### config.mk
export PLATFORM = sky130hd
export DESIGN_NAME = pixel_double_bayer_dither_top
export DESIGN_NICKNAME = d
export VERILOG_FILES = /design/src/rtl/pdbd_pkg.sv /design/src/rtl/pixel_double_bayer_dither_top.sv /design/src/rtl/pdbd_check.sv /design/src/rtl/pdbd_place.sv /design/src/rtl/pdbd_emit.sv
export SDC_FILE = /design/constraint.sdc
export NUM_CORES = 1
export LEC_CHECK = 0
export BUFFER_PORTS_ARGS = -buffer_cell sky130_fd_sc_hd__clkbuf_2
export CAP_MARGIN = 15
export CORE_MARGIN = 2
export CORE_UTILIZATION = 50
export CTS_BUF_LIST = sky130_fd_sc_hd__clkbuf_16
export DETAILED_ROUTE_END_ITERATION = 10
export PLACE_DENSITY = 0.82
export SYNTH_ARGS = -nofsm -noshare
export SYNTH_HDL_FRONTEND = slang
export SYNTH_SLANG_ARGS = --single-unit
### constraint.sdc
create_clock -name clk -period 7.8 [get_ports clk]
set_input_delay 0.78 -clock clk [delete_from_list [all_inputs] [get_ports clk]]
set_output_delay 0.78 -clock clk [all_outputs]
set_load 0.02 [all_outputs]
### src/rtl/pdbd_pkg.sv
// Shared types, constants and the dither function of the pixel doubler.
package pdbd_pkg;

    localparam int COORD_W = 11;
    localparam int PROD_W  = 22;
    localparam int ADDR_W  = 19;
    localparam int CFG_W   = 9;
    localparam int INDEX_W = 3;

    localparam logic [2:0] LEVEL3_MASK = 3'h7;
    localparam logic [1:0] LEVEL2_MASK = 2'h3;
    localparam logic [4:0] LEVEL_FULL  = 5'd16;
    localparam logic [7:0] RED_BIT     = 8'h80;
    localparam logic [7:0] GREEN_BIT   = 8'h10;
    localparam logic [7:0] BLUE_BIT    = 8'h02;

    localparam logic [3:0] BAYER [0:3][0:3] = '{
        '{4'd0,  4'd8,  4'd2,  4'd10},
        '{4'd12, 4'd4,  4'd14, 4'd6},
        '{4'd3,  4'd11, 4'd1,  4'd9},
        '{4'd15, 4'd7,  4'd13, 4'd5}
    };

    typedef enum logic [INDEX_W-1:0] {
        REG_SOURCE_WIDTH   = 3'd0,
        REG_SOURCE_HEIGHT  = 3'd1,
        REG_DITHER_ENABLE  = 3'd2,
        REG_REGION_X_FIRST = 3'd3,
        REG_REGION_Y_FIRST = 3'd4,
        REG_REGION_X_LAST  = 3'd5,
        REG_REGION_Y_LAST  = 3'd6
    } reg_index_t;

    typedef struct packed {
        logic [8:0] source_width;
        logic [7:0] source_height;
        logic       dither_enable;
        logic [8:0] region_x_first;
        logic [7:0] region_y_first;
        logic [8:0] region_x_last;
        logic [7:0] region_y_last;
    } cfg_t;

    typedef struct packed {
        logic       valid;
        logic       ok;
        logic [7:0] colour;
        logic [8:0] sx;
        logic [7:0] sy;
    } s1_t;

    typedef struct packed {
        logic               valid;
        logic               ok;
        logic [7:0]         colour;
        logic [COORD_W-1:0] px;
        logic [COORD_W-1:0] py;
    } s2_t;

    function automatic logic [4:0] scale3(input logic [2:0] v);
        logic [4:0] s;
        s = (v == LEVEL3_MASK) ? LEVEL_FULL : {1'b0, v, 1'b0};
        return s;
    endfunction

    function automatic logic [7:0] dither_pixel(input logic [7:0] colour,
                                                input logic [1:0] tx,
                                                input logic [1:0] ty);
        logic [4:0] thr;
        logic [4:0] rv;
        logic [4:0] gv;
        logic [4:0] bv;
        logic [7:0] res;
        thr = {1'b0, BAYER[ty][tx]};
        rv  = scale3(colour[7:5] & LEVEL3_MASK);
        gv  = scale3(colour[4:2] & LEVEL3_MASK);
        bv  = ((colour[1:0] & LEVEL2_MASK) == LEVEL2_MASK) ? LEVEL_FULL
                                                           : {1'b0, colour[1:0], 2'b00};
        res = 8'h00;
        if (rv > thr)
        begin
            res = res | RED_BIT;
        end
        if (gv > thr)
        begin
            res = res | GREEN_BIT;
        end
        if (bv > thr)
        begin
            res = res | BLUE_BIT;
        end
        return res;
    endfunction

endpackage

### src/rtl/pixel_double_bayer_dither_top.sv
// Top level of the pixel doubler with 4x4 ordered dither.
// Pipeline: a taken beat shows its result with done high after it passes three register
// stages: region test, placement, address/dither.
// Throughput: one beat per cycle; busy stays low and the result cannot be held off.
// Reset: rst_n clears all valid bits and loads the register defaults.
module pixel_double_bayer_dither_top #(
    parameter int OUT_WIDTH  = 640,
    parameter int OUT_HEIGHT = 480
) (
    input  logic                                 clk,
    input  logic                                 rst_n,
    input  logic                                 start,
    output logic                                 busy,
    input  logic [7:0]                           pixel_colour,
    input  logic [8:0]                           source_x,
    input  logic [7:0]                           source_y,
    input  logic                                 cfg_we,
    input  logic [pdbd_pkg::INDEX_W-1:0]         cfg_index,
    input  logic [pdbd_pkg::CFG_W-1:0]           cfg_data,
    output logic                                 done,
    output logic                                 accepted,
    output logic [pdbd_pkg::ADDR_W-1:0]          top_row_address,
    output logic [pdbd_pkg::ADDR_W-1:0]          bottom_row_address,
    output logic [7:0]                           pixel_top_left,
    output logic [7:0]                           pixel_top_right,
    output logic [7:0]                           pixel_bottom_left,
    output logic [7:0]                           pixel_bottom_right
);

    pdbd_pkg::cfg_t cfg_reg;
    pdbd_pkg::s1_t  s1;
    pdbd_pkg::s2_t  s2;
    logic           in_valid;

    assign busy     = 1'b0;
    assign in_valid = start && !busy;

    always_ff @(posedge clk or negedge rst_n)
    begin
        if (!rst_n)
        begin
            cfg_reg.source_width   <= 9'd320;
            cfg_reg.source_height  <= 8'd240;
            cfg_reg.dither_enable  <= 1'b0;
            cfg_reg.region_x_first <= 9'd0;
            cfg_reg.region_y_first <= 8'd0;
            cfg_reg.region_x_last  <= 9'd319;
            cfg_reg.region_y_last  <= 8'd239;
        end
        else if (cfg_we)
        begin
            case (cfg_index)
                pdbd_pkg::REG_SOURCE_WIDTH:   cfg_reg.source_width   <= cfg_data;
                pdbd_pkg::REG_SOURCE_HEIGHT:  cfg_reg.source_height  <= cfg_data[7:0];
                pdbd_pkg::REG_DITHER_ENABLE:  cfg_reg.dither_enable  <= cfg_data[0];
                pdbd_pkg::REG_REGION_X_FIRST: cfg_reg.region_x_first <= cfg_data;
                pdbd_pkg::REG_REGION_Y_FIRST: cfg_reg.region_y_first <= cfg_data[7:0];
                pdbd_pkg::REG_REGION_X_LAST:  cfg_reg.region_x_last  <= cfg_data;
                pdbd_pkg::REG_REGION_Y_LAST:  cfg_reg.region_y_last  <= cfg_data[7:0];
                default:
                begin
                end
            endcase
        end
    end

    pdbd_check #(
        .OUT_WIDTH  (OUT_WIDTH),
        .OUT_HEIGHT (OUT_HEIGHT)
    ) u_check (
        .clk          (clk),
        .rst_n        (rst_n),
        .in_valid     (in_valid),
        .pixel_colour (pixel_colour),
        .source_x     (source_x),
        .source_y     (source_y),
        .cfg          (cfg_reg),
        .s1           (s1)
    );

    pdbd_place #(
        .OUT_WIDTH  (OUT_WIDTH),
        .OUT_HEIGHT (OUT_HEIGHT)
    ) u_place (
        .clk   (clk),
        .rst_n (rst_n),
        .s1    (s1),
        .cfg   (cfg_reg),
        .s2    (s2)
    );

    pdbd_emit #(
        .OUT_WIDTH (OUT_WIDTH)
    ) u_emit (
        .clk                (clk),
        .rst_n              (rst_n),
        .s2                 (s2),
        .dither_enable      (cfg_reg.dither_enable),
        .done               (done),
        .accepted           (accepted),
        .top_row_address    (top_row_address),
        .bottom_row_address (bottom_row_address),
        .pixel_top_left     (pixel_top_left),
        .pixel_top_right    (pixel_top_right),
        .pixel_bottom_left  (pixel_bottom_left),
        .pixel_bottom_right (pixel_bottom_right)
    );

endmodule

### src/rtl/pdbd_check.sv
// Stage one: frame geometry and clipped region test.
module pdbd_check #(
    parameter int OUT_WIDTH  = 640,
    parameter int OUT_HEIGHT = 480
) (
    input  logic             clk,
    input  logic             rst_n,
    input  logic             in_valid,
    input  logic [7:0]       pixel_colour,
    input  logic [8:0]       source_x,
    input  logic [7:0]       source_y,
    input  pdbd_pkg::cfg_t   cfg,
    output pdbd_pkg::s1_t    s1
);

    pdbd_pkg::s1_t s1_reg;
    pdbd_pkg::s1_t s1_next;
    logic          geo_ok;
    logic          x_ok;
    logic          y_ok;

    always_comb
    begin
        geo_ok = (cfg.source_width != 9'd0) && (cfg.source_height != 8'd0)
              && ({2'b00, cfg.source_width, 1'b0} <= 12'(OUT_WIDTH))
              && ({3'b000, cfg.source_height, 1'b0} <= 12'(OUT_HEIGHT));
        x_ok = (source_x >= cfg.region_x_first) && (source_x <= cfg.region_x_last)
            && (source_x < cfg.source_width);
        y_ok = (source_y >= cfg.region_y_first) && (source_y <= cfg.region_y_last)
            && (source_y < cfg.source_height);
        s1_next.valid  = in_valid;
        s1_next.ok     = geo_ok && x_ok && y_ok;
        s1_next.colour = pixel_colour;
        s1_next.sx     = source_x;
        s1_next.sy     = source_y;
    end

    always_ff @(posedge clk or negedge rst_n)
    begin
        if (!rst_n)
        begin
            s1_reg <= '0;
        end
        else
        begin
            s1_reg <= s1_next;
        end
    end

    assign s1 = s1_reg;

endmodule

### src/rtl/pdbd_place.sv
// Stage two: output frame coordinates of the doubled pixel.
module pdbd_place #(
    parameter int OUT_WIDTH  = 640,
    parameter int OUT_HEIGHT = 480
) (
    input  logic           clk,
    input  logic           rst_n,
    input  pdbd_pkg::s1_t  s1,
    input  pdbd_pkg::cfg_t cfg,
    output pdbd_pkg::s2_t  s2
);

    localparam int CW = pdbd_pkg::COORD_W;
    localparam logic [CW-1:0] HALF_W = CW'(OUT_WIDTH / 2);
    localparam logic [CW-1:0] HALF_H = CW'(OUT_HEIGHT / 2);

    pdbd_pkg::s2_t s2_reg;
    pdbd_pkg::s2_t s2_next;

    always_comb
    begin
        s2_next.valid  = s1.valid;
        s2_next.ok     = s1.ok;
        s2_next.colour = s1.colour;
        s2_next.px     = HALF_W - CW'(cfg.source_width) + CW'({s1.sx, 1'b0});
        s2_next.py     = HALF_H - CW'(cfg.source_height) + CW'({s1.sy, 1'b0});
    end

    always_ff @(posedge clk or negedge rst_n)
    begin
        if (!rst_n)
        begin
            s2_reg <= '0;
        end
        else
        begin
            s2_reg <= s2_next;
        end
    end

    assign s2 = s2_reg;

endmodule

### src/rtl/pdbd_emit.sv
// Stage three: frame-buffer addresses, dither and the result register.
module pdbd_emit #(
    parameter int OUT_WIDTH = 640
) (
    input  logic                          clk,
    input  logic                          rst_n,
    input  pdbd_pkg::s2_t                 s2,
    input  logic                          dither_enable,
    output logic                          done,
    output logic                          accepted,
    output logic [pdbd_pkg::ADDR_W-1:0]   top_row_address,
    output logic [pdbd_pkg::ADDR_W-1:0]   bottom_row_address,
    output logic [7:0]                    pixel_top_left,
    output logic [7:0]                    pixel_top_right,
    output logic [7:0]                    pixel_bottom_left,
    output logic [7:0]                    pixel_bottom_right
);

    localparam int PW = pdbd_pkg::PROD_W;
    localparam int AW = pdbd_pkg::ADDR_W;

    logic [PW-1:0] row_base;
    logic [PW-1:0] top_full;
    logic [PW-1:0] bot_full;
    logic [1:0]    tx0;
    logic [1:0]    tx1;
    logic [1:0]    ty0;
    logic [1:0]    ty1;

    logic          done_reg;
    logic          accepted_reg;
    logic [AW-1:0] top_reg;
    logic [AW-1:0] bot_reg;
    logic [7:0]    tl_reg;
    logic [7:0]    tr_reg;
    logic [7:0]    bl_reg;
    logic [7:0]    br_reg;

    logic          accepted_next;
    logic [AW-1:0] top_next;
    logic [AW-1:0] bot_next;
    logic [7:0]    tl_next;
    logic [7:0]    tr_next;
    logic [7:0]    bl_next;
    logic [7:0]    br_next;

    always_comb
    begin
        row_base = PW'(s2.py) * PW'(OUT_WIDTH);
        top_full = row_base + PW'(s2.px);
        bot_full = top_full + PW'(OUT_WIDTH);
        tx0 = s2.px[1:0];
        tx1 = s2.px[1:0] + 2'd1;
        ty0 = s2.py[1:0];
        ty1 = s2.py[1:0] + 2'd1;

        accepted_next = s2.ok;
        top_next = '0;
        bot_next = '0;
        tl_next  = 8'h00;
        tr_next  = 8'h00;
        bl_next  = 8'h00;
        br_next  = 8'h00;
        if (s2.ok)
        begin
            top_next = top_full[AW-1:0];
            bot_next = bot_full[AW-1:0];
            if (dither_enable)
            begin
                tl_next = pdbd_pkg::dither_pixel(s2.colour, tx0, ty0);
                tr_next = pdbd_pkg::dither_pixel(s2.colour, tx1, ty0);
                bl_next = pdbd_pkg::dither_pixel(s2.colour, tx0, ty1);
                br_next = pdbd_pkg::dither_pixel(s2.colour, tx1, ty1);
            end
            else
            begin
                tl_next = s2.colour;
                tr_next = s2.colour;
                bl_next = s2.colour;
                br_next = s2.colour;
            end
        end
    end

    always_ff @(posedge clk or negedge rst_n)
    begin
        if (!rst_n)
        begin
            done_reg <= 1'b0;
        end
        else
        begin
            done_reg <= s2.valid;
        end
    end

    always_ff @(posedge clk)
    begin
        accepted_reg <= accepted_next;
        top_reg      <= top_next;
        bot_reg      <= bot_next;
        tl_reg       <= tl_next;
        tr_reg       <= tr_next;
        bl_reg       <= bl_next;
        br_reg       <= br_next;
    end

    assign done               = done_reg;
    assign accepted           = accepted_reg;
    assign top_row_address    = top_reg;
    assign bottom_row_address = bot_reg;
    assign pixel_top_left     = tl_reg;
    assign pixel_top_right    = tr_reg;
    assign pixel_bottom_left  = bl_reg;
    assign pixel_bottom_right = br_reg;

endmodule

==> results by group, run 1 <==
Outcome
  – Status: completed

Finish
  – P&R area growth vs syn: 13.1%
  – Footprint of the multi-input gates: 0.00463 mm2
  – Fin area: 0.0101 mm2
  – N_diodes: 0
  – Storage element area: 0.00381 mm2
  – Max reg flops: 52
  – Nets: 1134
  – Finished Core Util: 0.582
  – Filler Cell Count: 1449
  – Share of cells above drive strength 1: 0.213

Timing
  – Skew final: 0.00587 ns
  – Setup violators final: 0
  – Slew @ Worst Pin: 0.940 ns
  – Crit share post-route: 0.438
  – RSZ-0062 raised after global routing: no
  – Slew Limit Fails: 0
  – Final Hold Fails: 0
  – Fin Hold WS: 0.346 ns
  – Max_slew headroom: 0.373
  – Final worst path period need: 3.42 ns
  – Max frequency: 293 MHz
  – Setup TNS: 0 ns

Clocking
  – Setup Fix Bufs, Post-CTS: 0
  – Worst-Skew Late Latency: 0.43 ns
  – H-tree depth: 4
  – Worst-case clock buffer depth: 2
  – Clock sinks: 161
  – Root buffer cell: clkbuf_16
  – Hold-fix buffers, CTS: 0
  – Gates resized, CTS repair: 0
  – Clock slew at reported path FFs: 0.06 ns
  – CTS Buf Count: 17
  – TritonCTS clock tree: done

Global routing
  – Number of global-route vias before repair: 6418
  – All-Layer GR Usage: 0.206
  – Largest net degree at the start of global routing: 71
  – Initial antenna violation count: 0
  – First-pass GRT wire length: 30100 um
  – Grt total ovfl: 0

Placed design
  – Hpwl dp: 13600 um
  – Placed cell areas: 0.00958 mm2
  – I/O Buffers: 112
  – GPL Wtd Cong: 0.854

Pwr
  – Tot Pwr: 4.02 mW
  – Cell Pwr Density: 398 mW/mm2
  – Worst ir drop on vdd: 0.288 mV
  – Standby leakage power: 4.87 nW

Drt
  – DR pass1 iterations: 5
  – Vias: 6513
  – Final ANT Viol Nets: 0
  – Routed vias/inst: 5.41
  – WL per Instance: 15.2 um
  – DRC viols: 0
  – Routed WL: 18300 um
  – Iteration-0 DRC count of the detailed router: 502

Critical path
  – CP required: 8.12 ns
  – R2R depth: 10
  – CP startpoint kind: flip-flop
  – Crit end category: flip-flop
  – Flop-to-flop setup slack: 4.38 ns
  – Worst reg2reg startpoint: u_place.s2[1]
  – Setup Crit Path Kind: flip-flop to flip-flop
  – FF-to-FF End: u_emit.bottom_row_address[18]
  – Crit path max fanout: 9
  – CP Data Arrival Time: 3.74 ns

Floorplanning
  – Initial core utilization: 0.515
  – Row count: 48
  – Die ar.: 0.0190 mm2
  – Ports: 114
  – Die Wd: 138 um
  – Die Y-Extent: 138 um
  – Core area: 0.0174 mm2

Synthesis
  – Post-Synth XOR/XNOR Area: 0.0449
  – Post-synthesis mux area share: 0.0353
  – Synth Area per Inst: 10.3 um2
  – Combinational family with the most area after synthesis: adder cells
  – Ys async rst share: 0.696
  – Gate Count Post-Synth: 868
  – Post-synthesis cell type count: 63
  – Top cells by count, synth: ha_1, dfrtp_1, inv_1
  – Simple-Gate Fraction of Synth Area: 0.112
  – Top-area cell type share of the netlist area: 0.258
  – Synth Register Bits: 161
  – EDFF count, synth: 0
  – Complex-gate fraction of the synthesized area: 0.144
  – Sequential area share after synthesis: 0.426
  – Yosys warns: 0
  – Post-Syn Area: 0.00894 mm2
  – Top-count cell post-synth: ha_1
  – Main synth FF type: dfrtp_1
  – Synthesized Nets: 1037
  – Synth area leaders: dfrtp_1, ha_1, dfxtp_1
  – Adder-cell area share of the yosys netlist: 0.183
  – Area leader, netlist: dfrtp_1

Job
  – Max-Cap Viols: 0

Min path
  – HP Class: input pin to asynchronous set/reset pin
==> per-layer routing <==
| layer | routed length [um] | vias to the layer above | global-route usage |
|---|---|---|---|
| met3 | 724 | 37 | 0.0434 |
| met1 | 8280 | 3083 | 0.259 |
| li1 | - | 3238 | - |
| met4 | 529 | 0 | 0.0762 |
| met2 | 8800 | 155 | 0.348 |
| met5 | 0 | - | 0 |
==> metrics by stage <==
stage                     worst slack (ns)  cells
after floorplan                       4.76    868
after global placement                4.58   1171
after detailed placement              4.45   1171
after CTS                             4.41   1203
after global routing                  4.15   1203
final                                 4.38   1203
==> worst max path at each step <==
stage / start / endpoint / slack [ns]
after global placement: u_place.s2[1] / u_emit.bottom_row_address[18] / 4.58
final: u_place.s2[1] / u_emit.bottom_row_address[18] / 4.38
after global routing: u_place.s2[1] / u_emit.bottom_row_address[18] / 4.15
after floorplan: u_place.s2[1] / u_emit.bottom_row_address[18] / 4.76
after detailed placement: u_place.s2[1] / u_emit.bottom_row_address[18] / 4.45
after CTS: u_place.s2[1] / u_emit.bottom_row_address[18] / 4.41
==> where the power goes <==
group	total (mW)	switching [mW]	internal (mW)	leakage, nW
sequential	1.06	0.0801	0.983	1.70
clock	0.758	0.348	0.410	0.272
combinational	2.20	1.30	0.899	2.90
==> layout by cell type (no fill, tap or decap), drive strengths merged, types with 17 or more instances in the layout <==
cell    synthesis  routed
a21o           17      17
a21oi          53      53
clkbuf         13     128
dfrtp          92      92
dfstp          20      20
dfxtp          49      49
ha            124     124
inv            70      79
mux2           28      28
nand2          63      63
nor2           41      41
nor3           17      17
o21ai          56      56
xnor2          30      30
==> worst max-delay path: stages, from the launching register on <==
cell and delay (ns):
dfrtp_1 0.47, ha_1 0.34, ha_1 0.27, fa_1 0.73, inv_1 0.15, a2111oi_0 0.37, mux2_2 0.26, o221ai_2 0.13
a2111oi_2 0.36, or4_1 0.16, nand2_1 0.05
==> kinds of logic (layout without fill, tap and decap cells) <==
logic type      after synthesis  after routing
xor+xnor                     45             45
flops                       161            161
compound gates              195            195
buf+inv                     108            218
mux                          28             28
fa+ha+maj                   128            128
other cells                   1              1
simple gates                202            202
==> cell type report <==
type | count | share of cell area
Tap cell | 225 | 0.0278
Clock inverter | 15 | 0.0104
Timing Repair Buffer | 116 | 0.0587
Clock buffer | 17 | 0.0421
Multi-Input combinational cell | 599 | 0.458
Sequential cell | 161 | 0.377
Inverter | 70 | 0.0260
No activity file was read; power rests on OpenSTA's default activity.
==> run 2: changes to the inputs <==
Clock period 7.8 ns to 3.4 ns, I/O delays scaled along.
==> run 2 against run 1 <==
Critical path depth stayed put. Critical endpoint unchanged. Clock skew grew 0.0019 ns. Non-clock buffer count increased by 6. Critical path type unchanged.
==> results by group, run 2 (synthesis gave the netlist of run 1 again) <==
Min path
  – HP Class: input pin to flip-flop (was input pin to asynchronous set/reset pin)

Placed design
  – GPL Wtd Cong: 0.848 (was 0.854)
  – Placed cell areas: 0.00962 mm2 (was 0.00958 mm2)
  – Placed insts: 1176 (was 1171)
  – Hpwl dp: 13600 um (about the same)
  – I/O Buffers: 112 (unchanged)

Finish
  – Fin area: 0.0102 mm2 (was 0.0101 mm2)
  – Share of cells above drive strength 1: 0.213 (about the same)
  – Most frequent cells in the layout: ha_1, clkbuf_2, dfrtp_1 (unchanged)
  – Final non-filler cell total: 1209 (was 1203)
  – Nets: 1140 (was 1134)
  – P&R area growth vs syn: 14.1% (was 13.1%)
  – Leading cell type in the layout, fill and taps excluded: ha_1 (unchanged)
  – N_diodes: 0 (unchanged)
  – Max reg flops: 52 (unchanged)

Timing
  – Fin Hold WS: 0.0133 ns (was 0.346 ns)
  – Slew @ Worst Pin: 0.870 ns (was 0.940 ns)
  – Slew Limit Fails: 0 (unchanged)
  – Setup TNS: 0 ns (unchanged)
  – Final Hold Fails: 0 (unchanged)
  – Final worst path period need: 3.32 ns (was 3.42 ns)
  – Skew final: 0.00778 ns (was 0.00587 ns)
  – Setup violators final: 0 (unchanged)
  – RSZ-0062 raised after global routing: yes (was no)
  – Max_slew headroom: 0.420 (was 0.373)
  – Max frequency: 301 MHz (was 293 MHz)
  – Crit share post-route: 0.976 (was 0.438)

Drt
  – WL per Instance: 15.2 um (about the same)
  – Final ANT Viol Nets: 0 (unchanged)
  – DRC viols: 0 (unchanged)
  – Iteration-0 DRC count of the detailed router: 568 (was 502)
  – Routed WL: 18400 um (was 18300 um)
  – DR pass1 iterations: 5 (unchanged)
  – Routed vias/inst: 5.38 (was 5.41)
  – Vias: 6508 (was 6513)

Critical path
  – CP Data Arrival Time: 3.70 ns (was 3.74 ns)
  – CP required: 3.78 ns (was 8.12 ns)
  – Setup Crit Path Kind: flip-flop to flip-flop (unchanged)
  – CP startpoint kind: flip-flop (unchanged)
  – Crit end category: flip-flop (unchanged)
  – Crit path max fanout: 4 (was 9)

Global routing
  – First-pass GRT wire length: 30300 um (was 30100 um)
  – Largest net degree at the start of global routing: 70 (was 71)
  – All-Layer GR Usage: 0.206 (about the same)
  – Initial antenna violation count: 0 (unchanged)
  – Grt total ovfl: 0 (unchanged)
  – Number of global-route vias before repair: 6322 (was 6418)

Pwr
  – Tot Pwr: 9.50 mW (was 4.02 mW)
  – Cell Pwr Density: 932 mW/mm2 (was 398 mW/mm2)
  – Standby leakage power: 4.90 nW (was 4.87 nW)
  – Worst ir drop on vdd: 0.697 mV (was 0.288 mV)

Clocking
  – CTS Buf Count: 17 (unchanged)
  – Worst-Skew Late Latency: 0.44 ns (was 0.43 ns)
  – TritonCTS clock tree: done (unchanged)
  – H-tree depth: 4 (unchanged)
  – Root buffer cell: clkbuf_16 (unchanged)
  – Worst-case clock buffer depth: 2 (unchanged)
  – Clock sinks: 161 (unchanged)
  – Clock slew at reported path FFs: 0.06 ns (about the same)
  – Setup Fix Bufs, Post-CTS: 0 (unchanged)

Floorplanning
  – Die Y-Extent: 138 um (unchanged)
  – Row count: 48 (unchanged)
  – Ports: 114 (unchanged)
  – Initial core utilization: 0.515 (unchanged)
  – Die ar.: 0.0190 mm2 (unchanged)
  – Core area: 0.0174 mm2 (unchanged)
  – Die Wd: 138 um (unchanged)

Outcome
  – Status: completed (unchanged)

Job
  – Max-Cap Viols: 0 (unchanged)
[run 2: cell types whose count changed in the layout (fill, tap and decap cells not counted), sizes merged]
cell	delta
buf	+5
clkbuf	+1
clkinv	-1
clkinvlp	+1
dlygate4sd3	+1
inv	-1
[run 2: what timing repair did]
| item | 4_1_cts | 5_1_grt |
|---|---|---|
| resized for setup | 0 | 3 |
| endpoints found under the hold margin | 0 | 1 |
| hold buffers | 0 | 1 |
| endpoints found under the setup margin | 0 | 3 |
[run 2: path summary, 6_finish.rpt]
kind	from	endpoint	slack, ns	cells past startpoint
max	u_place.s2[3]	u_emit.bottom_row_address[18]	0.08	10
min	pixel_colour[6]	u_check.s1[23]	0.01	1
max reg2reg	u_place.s2[3]	u_emit.bottom_row_address[18]	0.08	10
min reg2reg	u_check.s1[26]	u_place.s2[31]	0.35	0
max in group asynchronous	rst_n	cfg_reg[41]	2.49	2
min in group asynchronous	rst_n	u_emit.done	0.03	1
[run 2: worst max-delay path, stage by stage (launching register included)]
cell and delay (ns):
dfrtp_1 0.40, ha_1 0.31, ha_1 0.29, fa_1 0.50, xor2_2 0.30, o211ai_2 0.18, o311a_1 0.40, o221ai_2 0.33
a2111oi_4 0.08, or4_1 0.40, nand2_1 0.07
[run 2: metrics by stage]
step | utilization | worst slack (ns)
2_1_floorplan | - | 0.362
3_3_place_gp | 0.554 | 0.291
6_report | 0.588 | 0.0829
4_1_cts | 0.585 | 0.132
5_1_grt | 0.588 | -0.0485
3_5_place_dp | 0.554 | 0.177
[run 2: cell type report]
type                            count  area [um2]
Clock buffer                       18         450
Clock inverter                     14        85.1
Timing Repair Buffer              122         641
Fill cell                        1467        7160
Sequential cell                   161        3810
Inverter                           70         263
Multi-Input combinational cell    599        4670
Tap cell                          225         282
[run 2: report_power, final]
| part | switching (mW) | internal (mW) | total [mW] |
|---|---|---|---|
| combinational | 3.16 | 2.17 | 5.33 |
| sequential | 0.173 | 2.26 | 2.43 |
| clock | 0.775 | 0.968 | 1.74 |
[run 2: layer usage]
layer | wire length, um | track usage | part of all wire
met1 | 8450 | 0.263 | 0.46
met2 | 8780 | 0.345 | 0.48
met3 | 776 | 0.0482 | 0.042
met4 | 343 | 0.0647 | 0.019
met5 | 0 | 0 | 0
==> run 3: changes to the inputs <==
Settings changed: CAP_MARGIN 15 to unset.
Clock period 3.4 ns to 3.2 ns, I/O delays scaled along.
==> run 3 against run 2 <==
Sequential cell count is the same. Count of clock-buffer cells in the layout up 1. Sequential power up 6%. Critical endpoint unchanged. Utilization grew 0.71 points. Cell area is 1.2% higher. Via count decreased by 0.54%. Routed wire length down 1.4%.
==> results by group, run 3 (synthesis gave the netlist of run 1 again) <==
Timing
  – Max frequency: 316 MHz (was 301 MHz)
  – Slew Limit Fails: 0 (unchanged)
  – Slew @ Worst Pin: 0.963 ns (was 0.870 ns)
  – Setup violators final: 0 (unchanged)
  – Max_slew headroom: 0.358 (was 0.420)
  – Fin Hold WS: 0.0149 ns (was 0.0133 ns)
  – Crit share post-route: 0.988 (was 0.976)
  – Final worst path period need: 3.16 ns (was 3.32 ns)
  – Skew final: 0.00757 ns (was 0.00778 ns)
  – Final Hold Fails: 0 (unchanged)
  – RSZ-0062 raised after global routing: yes (unchanged)

Floorplanning
  – Die Wd: 138 um (unchanged)
  – Row count: 48 (unchanged)
  – Die ar.: 0.0190 mm2 (unchanged)
  – Core area: 0.0174 mm2 (unchanged)
  – Die Y-Extent: 138 um (unchanged)
  – Initial core utilization: 0.515 (unchanged)
  – Ports: 114 (unchanged)

Drt
  – DRC viols: 0 (unchanged)
  – DR pass1 iterations: 5 (unchanged)
  – Routed vias/inst: 5.33 (was 5.38)
  – Vias: 6473 (was 6508)
  – Iteration-0 DRC count of the detailed router: 511 (was 568)
  – WL per Instance: 14.9 um (was 15.2 um)
  – Final ANT Viol Nets: 0 (unchanged)
  – Routed WL: 18100 um (was 18400 um)

Finish
  – Nets: 1147 (was 1140)
  – Most frequent cells in the layout: ha_1, clkbuf_2, dfrtp_1 (unchanged)
  – Leading cell type in the layout, fill and taps excluded: ha_1 (unchanged)
  – N_diodes: 0 (unchanged)
  – Final non-filler cell total: 1215 (was 1209)
  – Finished Core Util: 0.595 (was 0.588)
  – Share of cells above drive strength 1: 0.216 (was 0.213)
  – Max reg flops: 52 (unchanged)
  – Fin area: 0.0103 mm2 (was 0.0102 mm2)
  – P&R area growth vs syn: 15.5% (was 14.1%)

Min path
  – HP Class: input pin to flip-flop (unchanged)
  – Hold Crit Start: pixel_colour[4] (was pixel_colour[6])
  – Hold Crit Depth: 1 (unchanged)
  – Hold Path Sink: u_check.s1[21] (was u_check.s1[23])

Pwr
  – Tot Pwr: 10.3 mW (was 9.50 mW)
  – Worst ir drop on vdd: 0.872 mV (was 0.697 mV)
  – Standby leakage power: 4.96 nW (was 4.90 nW)
  – Cell Pwr Density: 1000 mW/mm2 (was 932 mW/mm2)

Clocking
  – Clock slew at reported path FFs: 0.06 ns (about the same)
  – Worst-Skew Late Latency: 0.42 ns (was 0.44 ns)
  – Setup Fix Bufs, Post-CTS: 0 (unchanged)
  – CTS Buf Count: 17 (unchanged)
  – H-tree depth: 4 (unchanged)
  – Worst-case clock buffer depth: 2 (unchanged)
  – Clock sinks: 161 (unchanged)
  – Root buffer cell: clkbuf_16 (unchanged)
  – TritonCTS clock tree: done (unchanged)

Global routing
  – Initial antenna violation count: 0 (unchanged)
  – All-Layer GR Usage: 0.205 (was 0.206)
  – First-pass GRT wire length: 30300 um (about the same)
  – Grt total ovfl: 0 (unchanged)
  – Number of global-route vias before repair: 6393 (was 6322)
  – Largest net degree at the start of global routing: 78 (was 70)

Critical path
  – FF-to-FF End: u_emit.bottom_row_address[18] (unchanged)
  – CP startpoint kind: flip-flop (unchanged)
  – Setup Crit Path Kind: flip-flop to flip-flop (unchanged)
  – Worst reg2reg startpoint: u_place.s2[1] (was u_place.s2[3])
  – Crit path max fanout: 4 (unchanged)
  – Crit end category: flip-flop (unchanged)
  – CP Data Arrival Time: 3.53 ns (was 3.70 ns)
  – CP required: 3.56 ns (was 3.78 ns)
  – Flop-to-flop setup slack: 0.04 ns (was 0.08 ns)
  – R2R depth: 10 (unchanged)

Outcome
  – Status: completed (unchanged)

Placed design
  – Placed insts: 1178 (was 1176)
  – Placed cell areas: 0.00963 mm2 (was 0.00962 mm2)
  – Hpwl dp: 13400 um (was 13600 um)
  – GPL Wtd Cong: 0.850 (was 0.848)
  – I/O Buffers: 112 (unchanged)

Job
  – Max-Cap Viols: 0 (unchanged)
run 3: cell types whose count changed in the layout (fill, tap and decap cells not counted), sizes merged:
cell         delta
buf             +2
clkinv          -1
bufinv          +1
inv             -1
clkbuf          +1
clkinvlp        -1
dlygate4sd3     +5
run 3: worst max-delay path by stage:
stage / startpoint / endpoint / slack, ns / cells after the start
2_1_floorplan: u_place.s2[1] / u_emit.bottom_row_address[18] / 0.16 / 10
3_3_place_gp: u_place.s2[1] / u_emit.bottom_row_address[18] / 0.09 / 10
3_5_place_dp: u_place.s2[1] / u_emit.bottom_row_address[18] / -0.03 / 10
4_1_cts: u_place.s2[1] / u_emit.bottom_row_address[18] / 0.04 / 10
5_1_grt: u_place.s2[1] / u_emit.bottom_row_address[18] / -0.09 / 10
6_report: u_place.s2[1] / u_emit.bottom_row_address[18] / 0.04 / 10
run 3: cell type report:
type	instances	area, um2
clock inverters	12	104
well taps	225	282
clock buffers	19	475
multi-input cells	599	4680
fillers	1411	7040
flip-flops and latches	161	3810
inverters	70	263
repair buffers	129	706
run 3: metal layers:
metal | vias up | GRT usage | wire length [um]
met5 | - | 0 | 0
met4 | 0 | 0.0687 | 307
met3 | 28 | 0.0434 | 935
met2 | 170 | 0.344 | 8720
met1 | 3026 | 0.263 | 8120
li1 | 3249 | - | -
run 3: timing repair:
item | 4_1_cts | 5_1_grt
setup endpoints to repair | 1 | 5
hold buffers | 6 | 0
pin swaps | 0 | 1
gates resized for setup | 1 | 6
endpoints found under the hold margin | 6 | 0
run 3: power by group:
group / switching (mW) / total [mW] / internal [mW] / leakage (nW)
logic: 3.39 / 5.80 / 2.41 / 2.96
clock network: 0.806 / 1.96 / 1.16 / 0.295
registers: 0.188 / 2.58 / 2.40 / 1.70
total: 4.38 / 10.3 / 5.96 / 4.96
run 3: stage by stage:
step | setup TNS [ns] | worst slack, ns
detailed placement | -0.0257 | -0.0257
global route | -0.269 | -0.0858
finish | 0 | 0.0393
global placement | 0 | 0.0929
floorplan | 0 | 0.162
CTS | 0 | 0.0444
run 3: worst max-delay path, cell delays in order (launching register included):
cell and delay (ns):
dfrtp_1 0.39, ha_1 0.32, ha_1 0.27, fa_2 0.43, xor2_2 0.28, o211ai_2 0.17
o311a_1 0.42, o221ai_4 0.27, a2111oi_4 0.07, or4_1 0.41, nand2_1 0.07
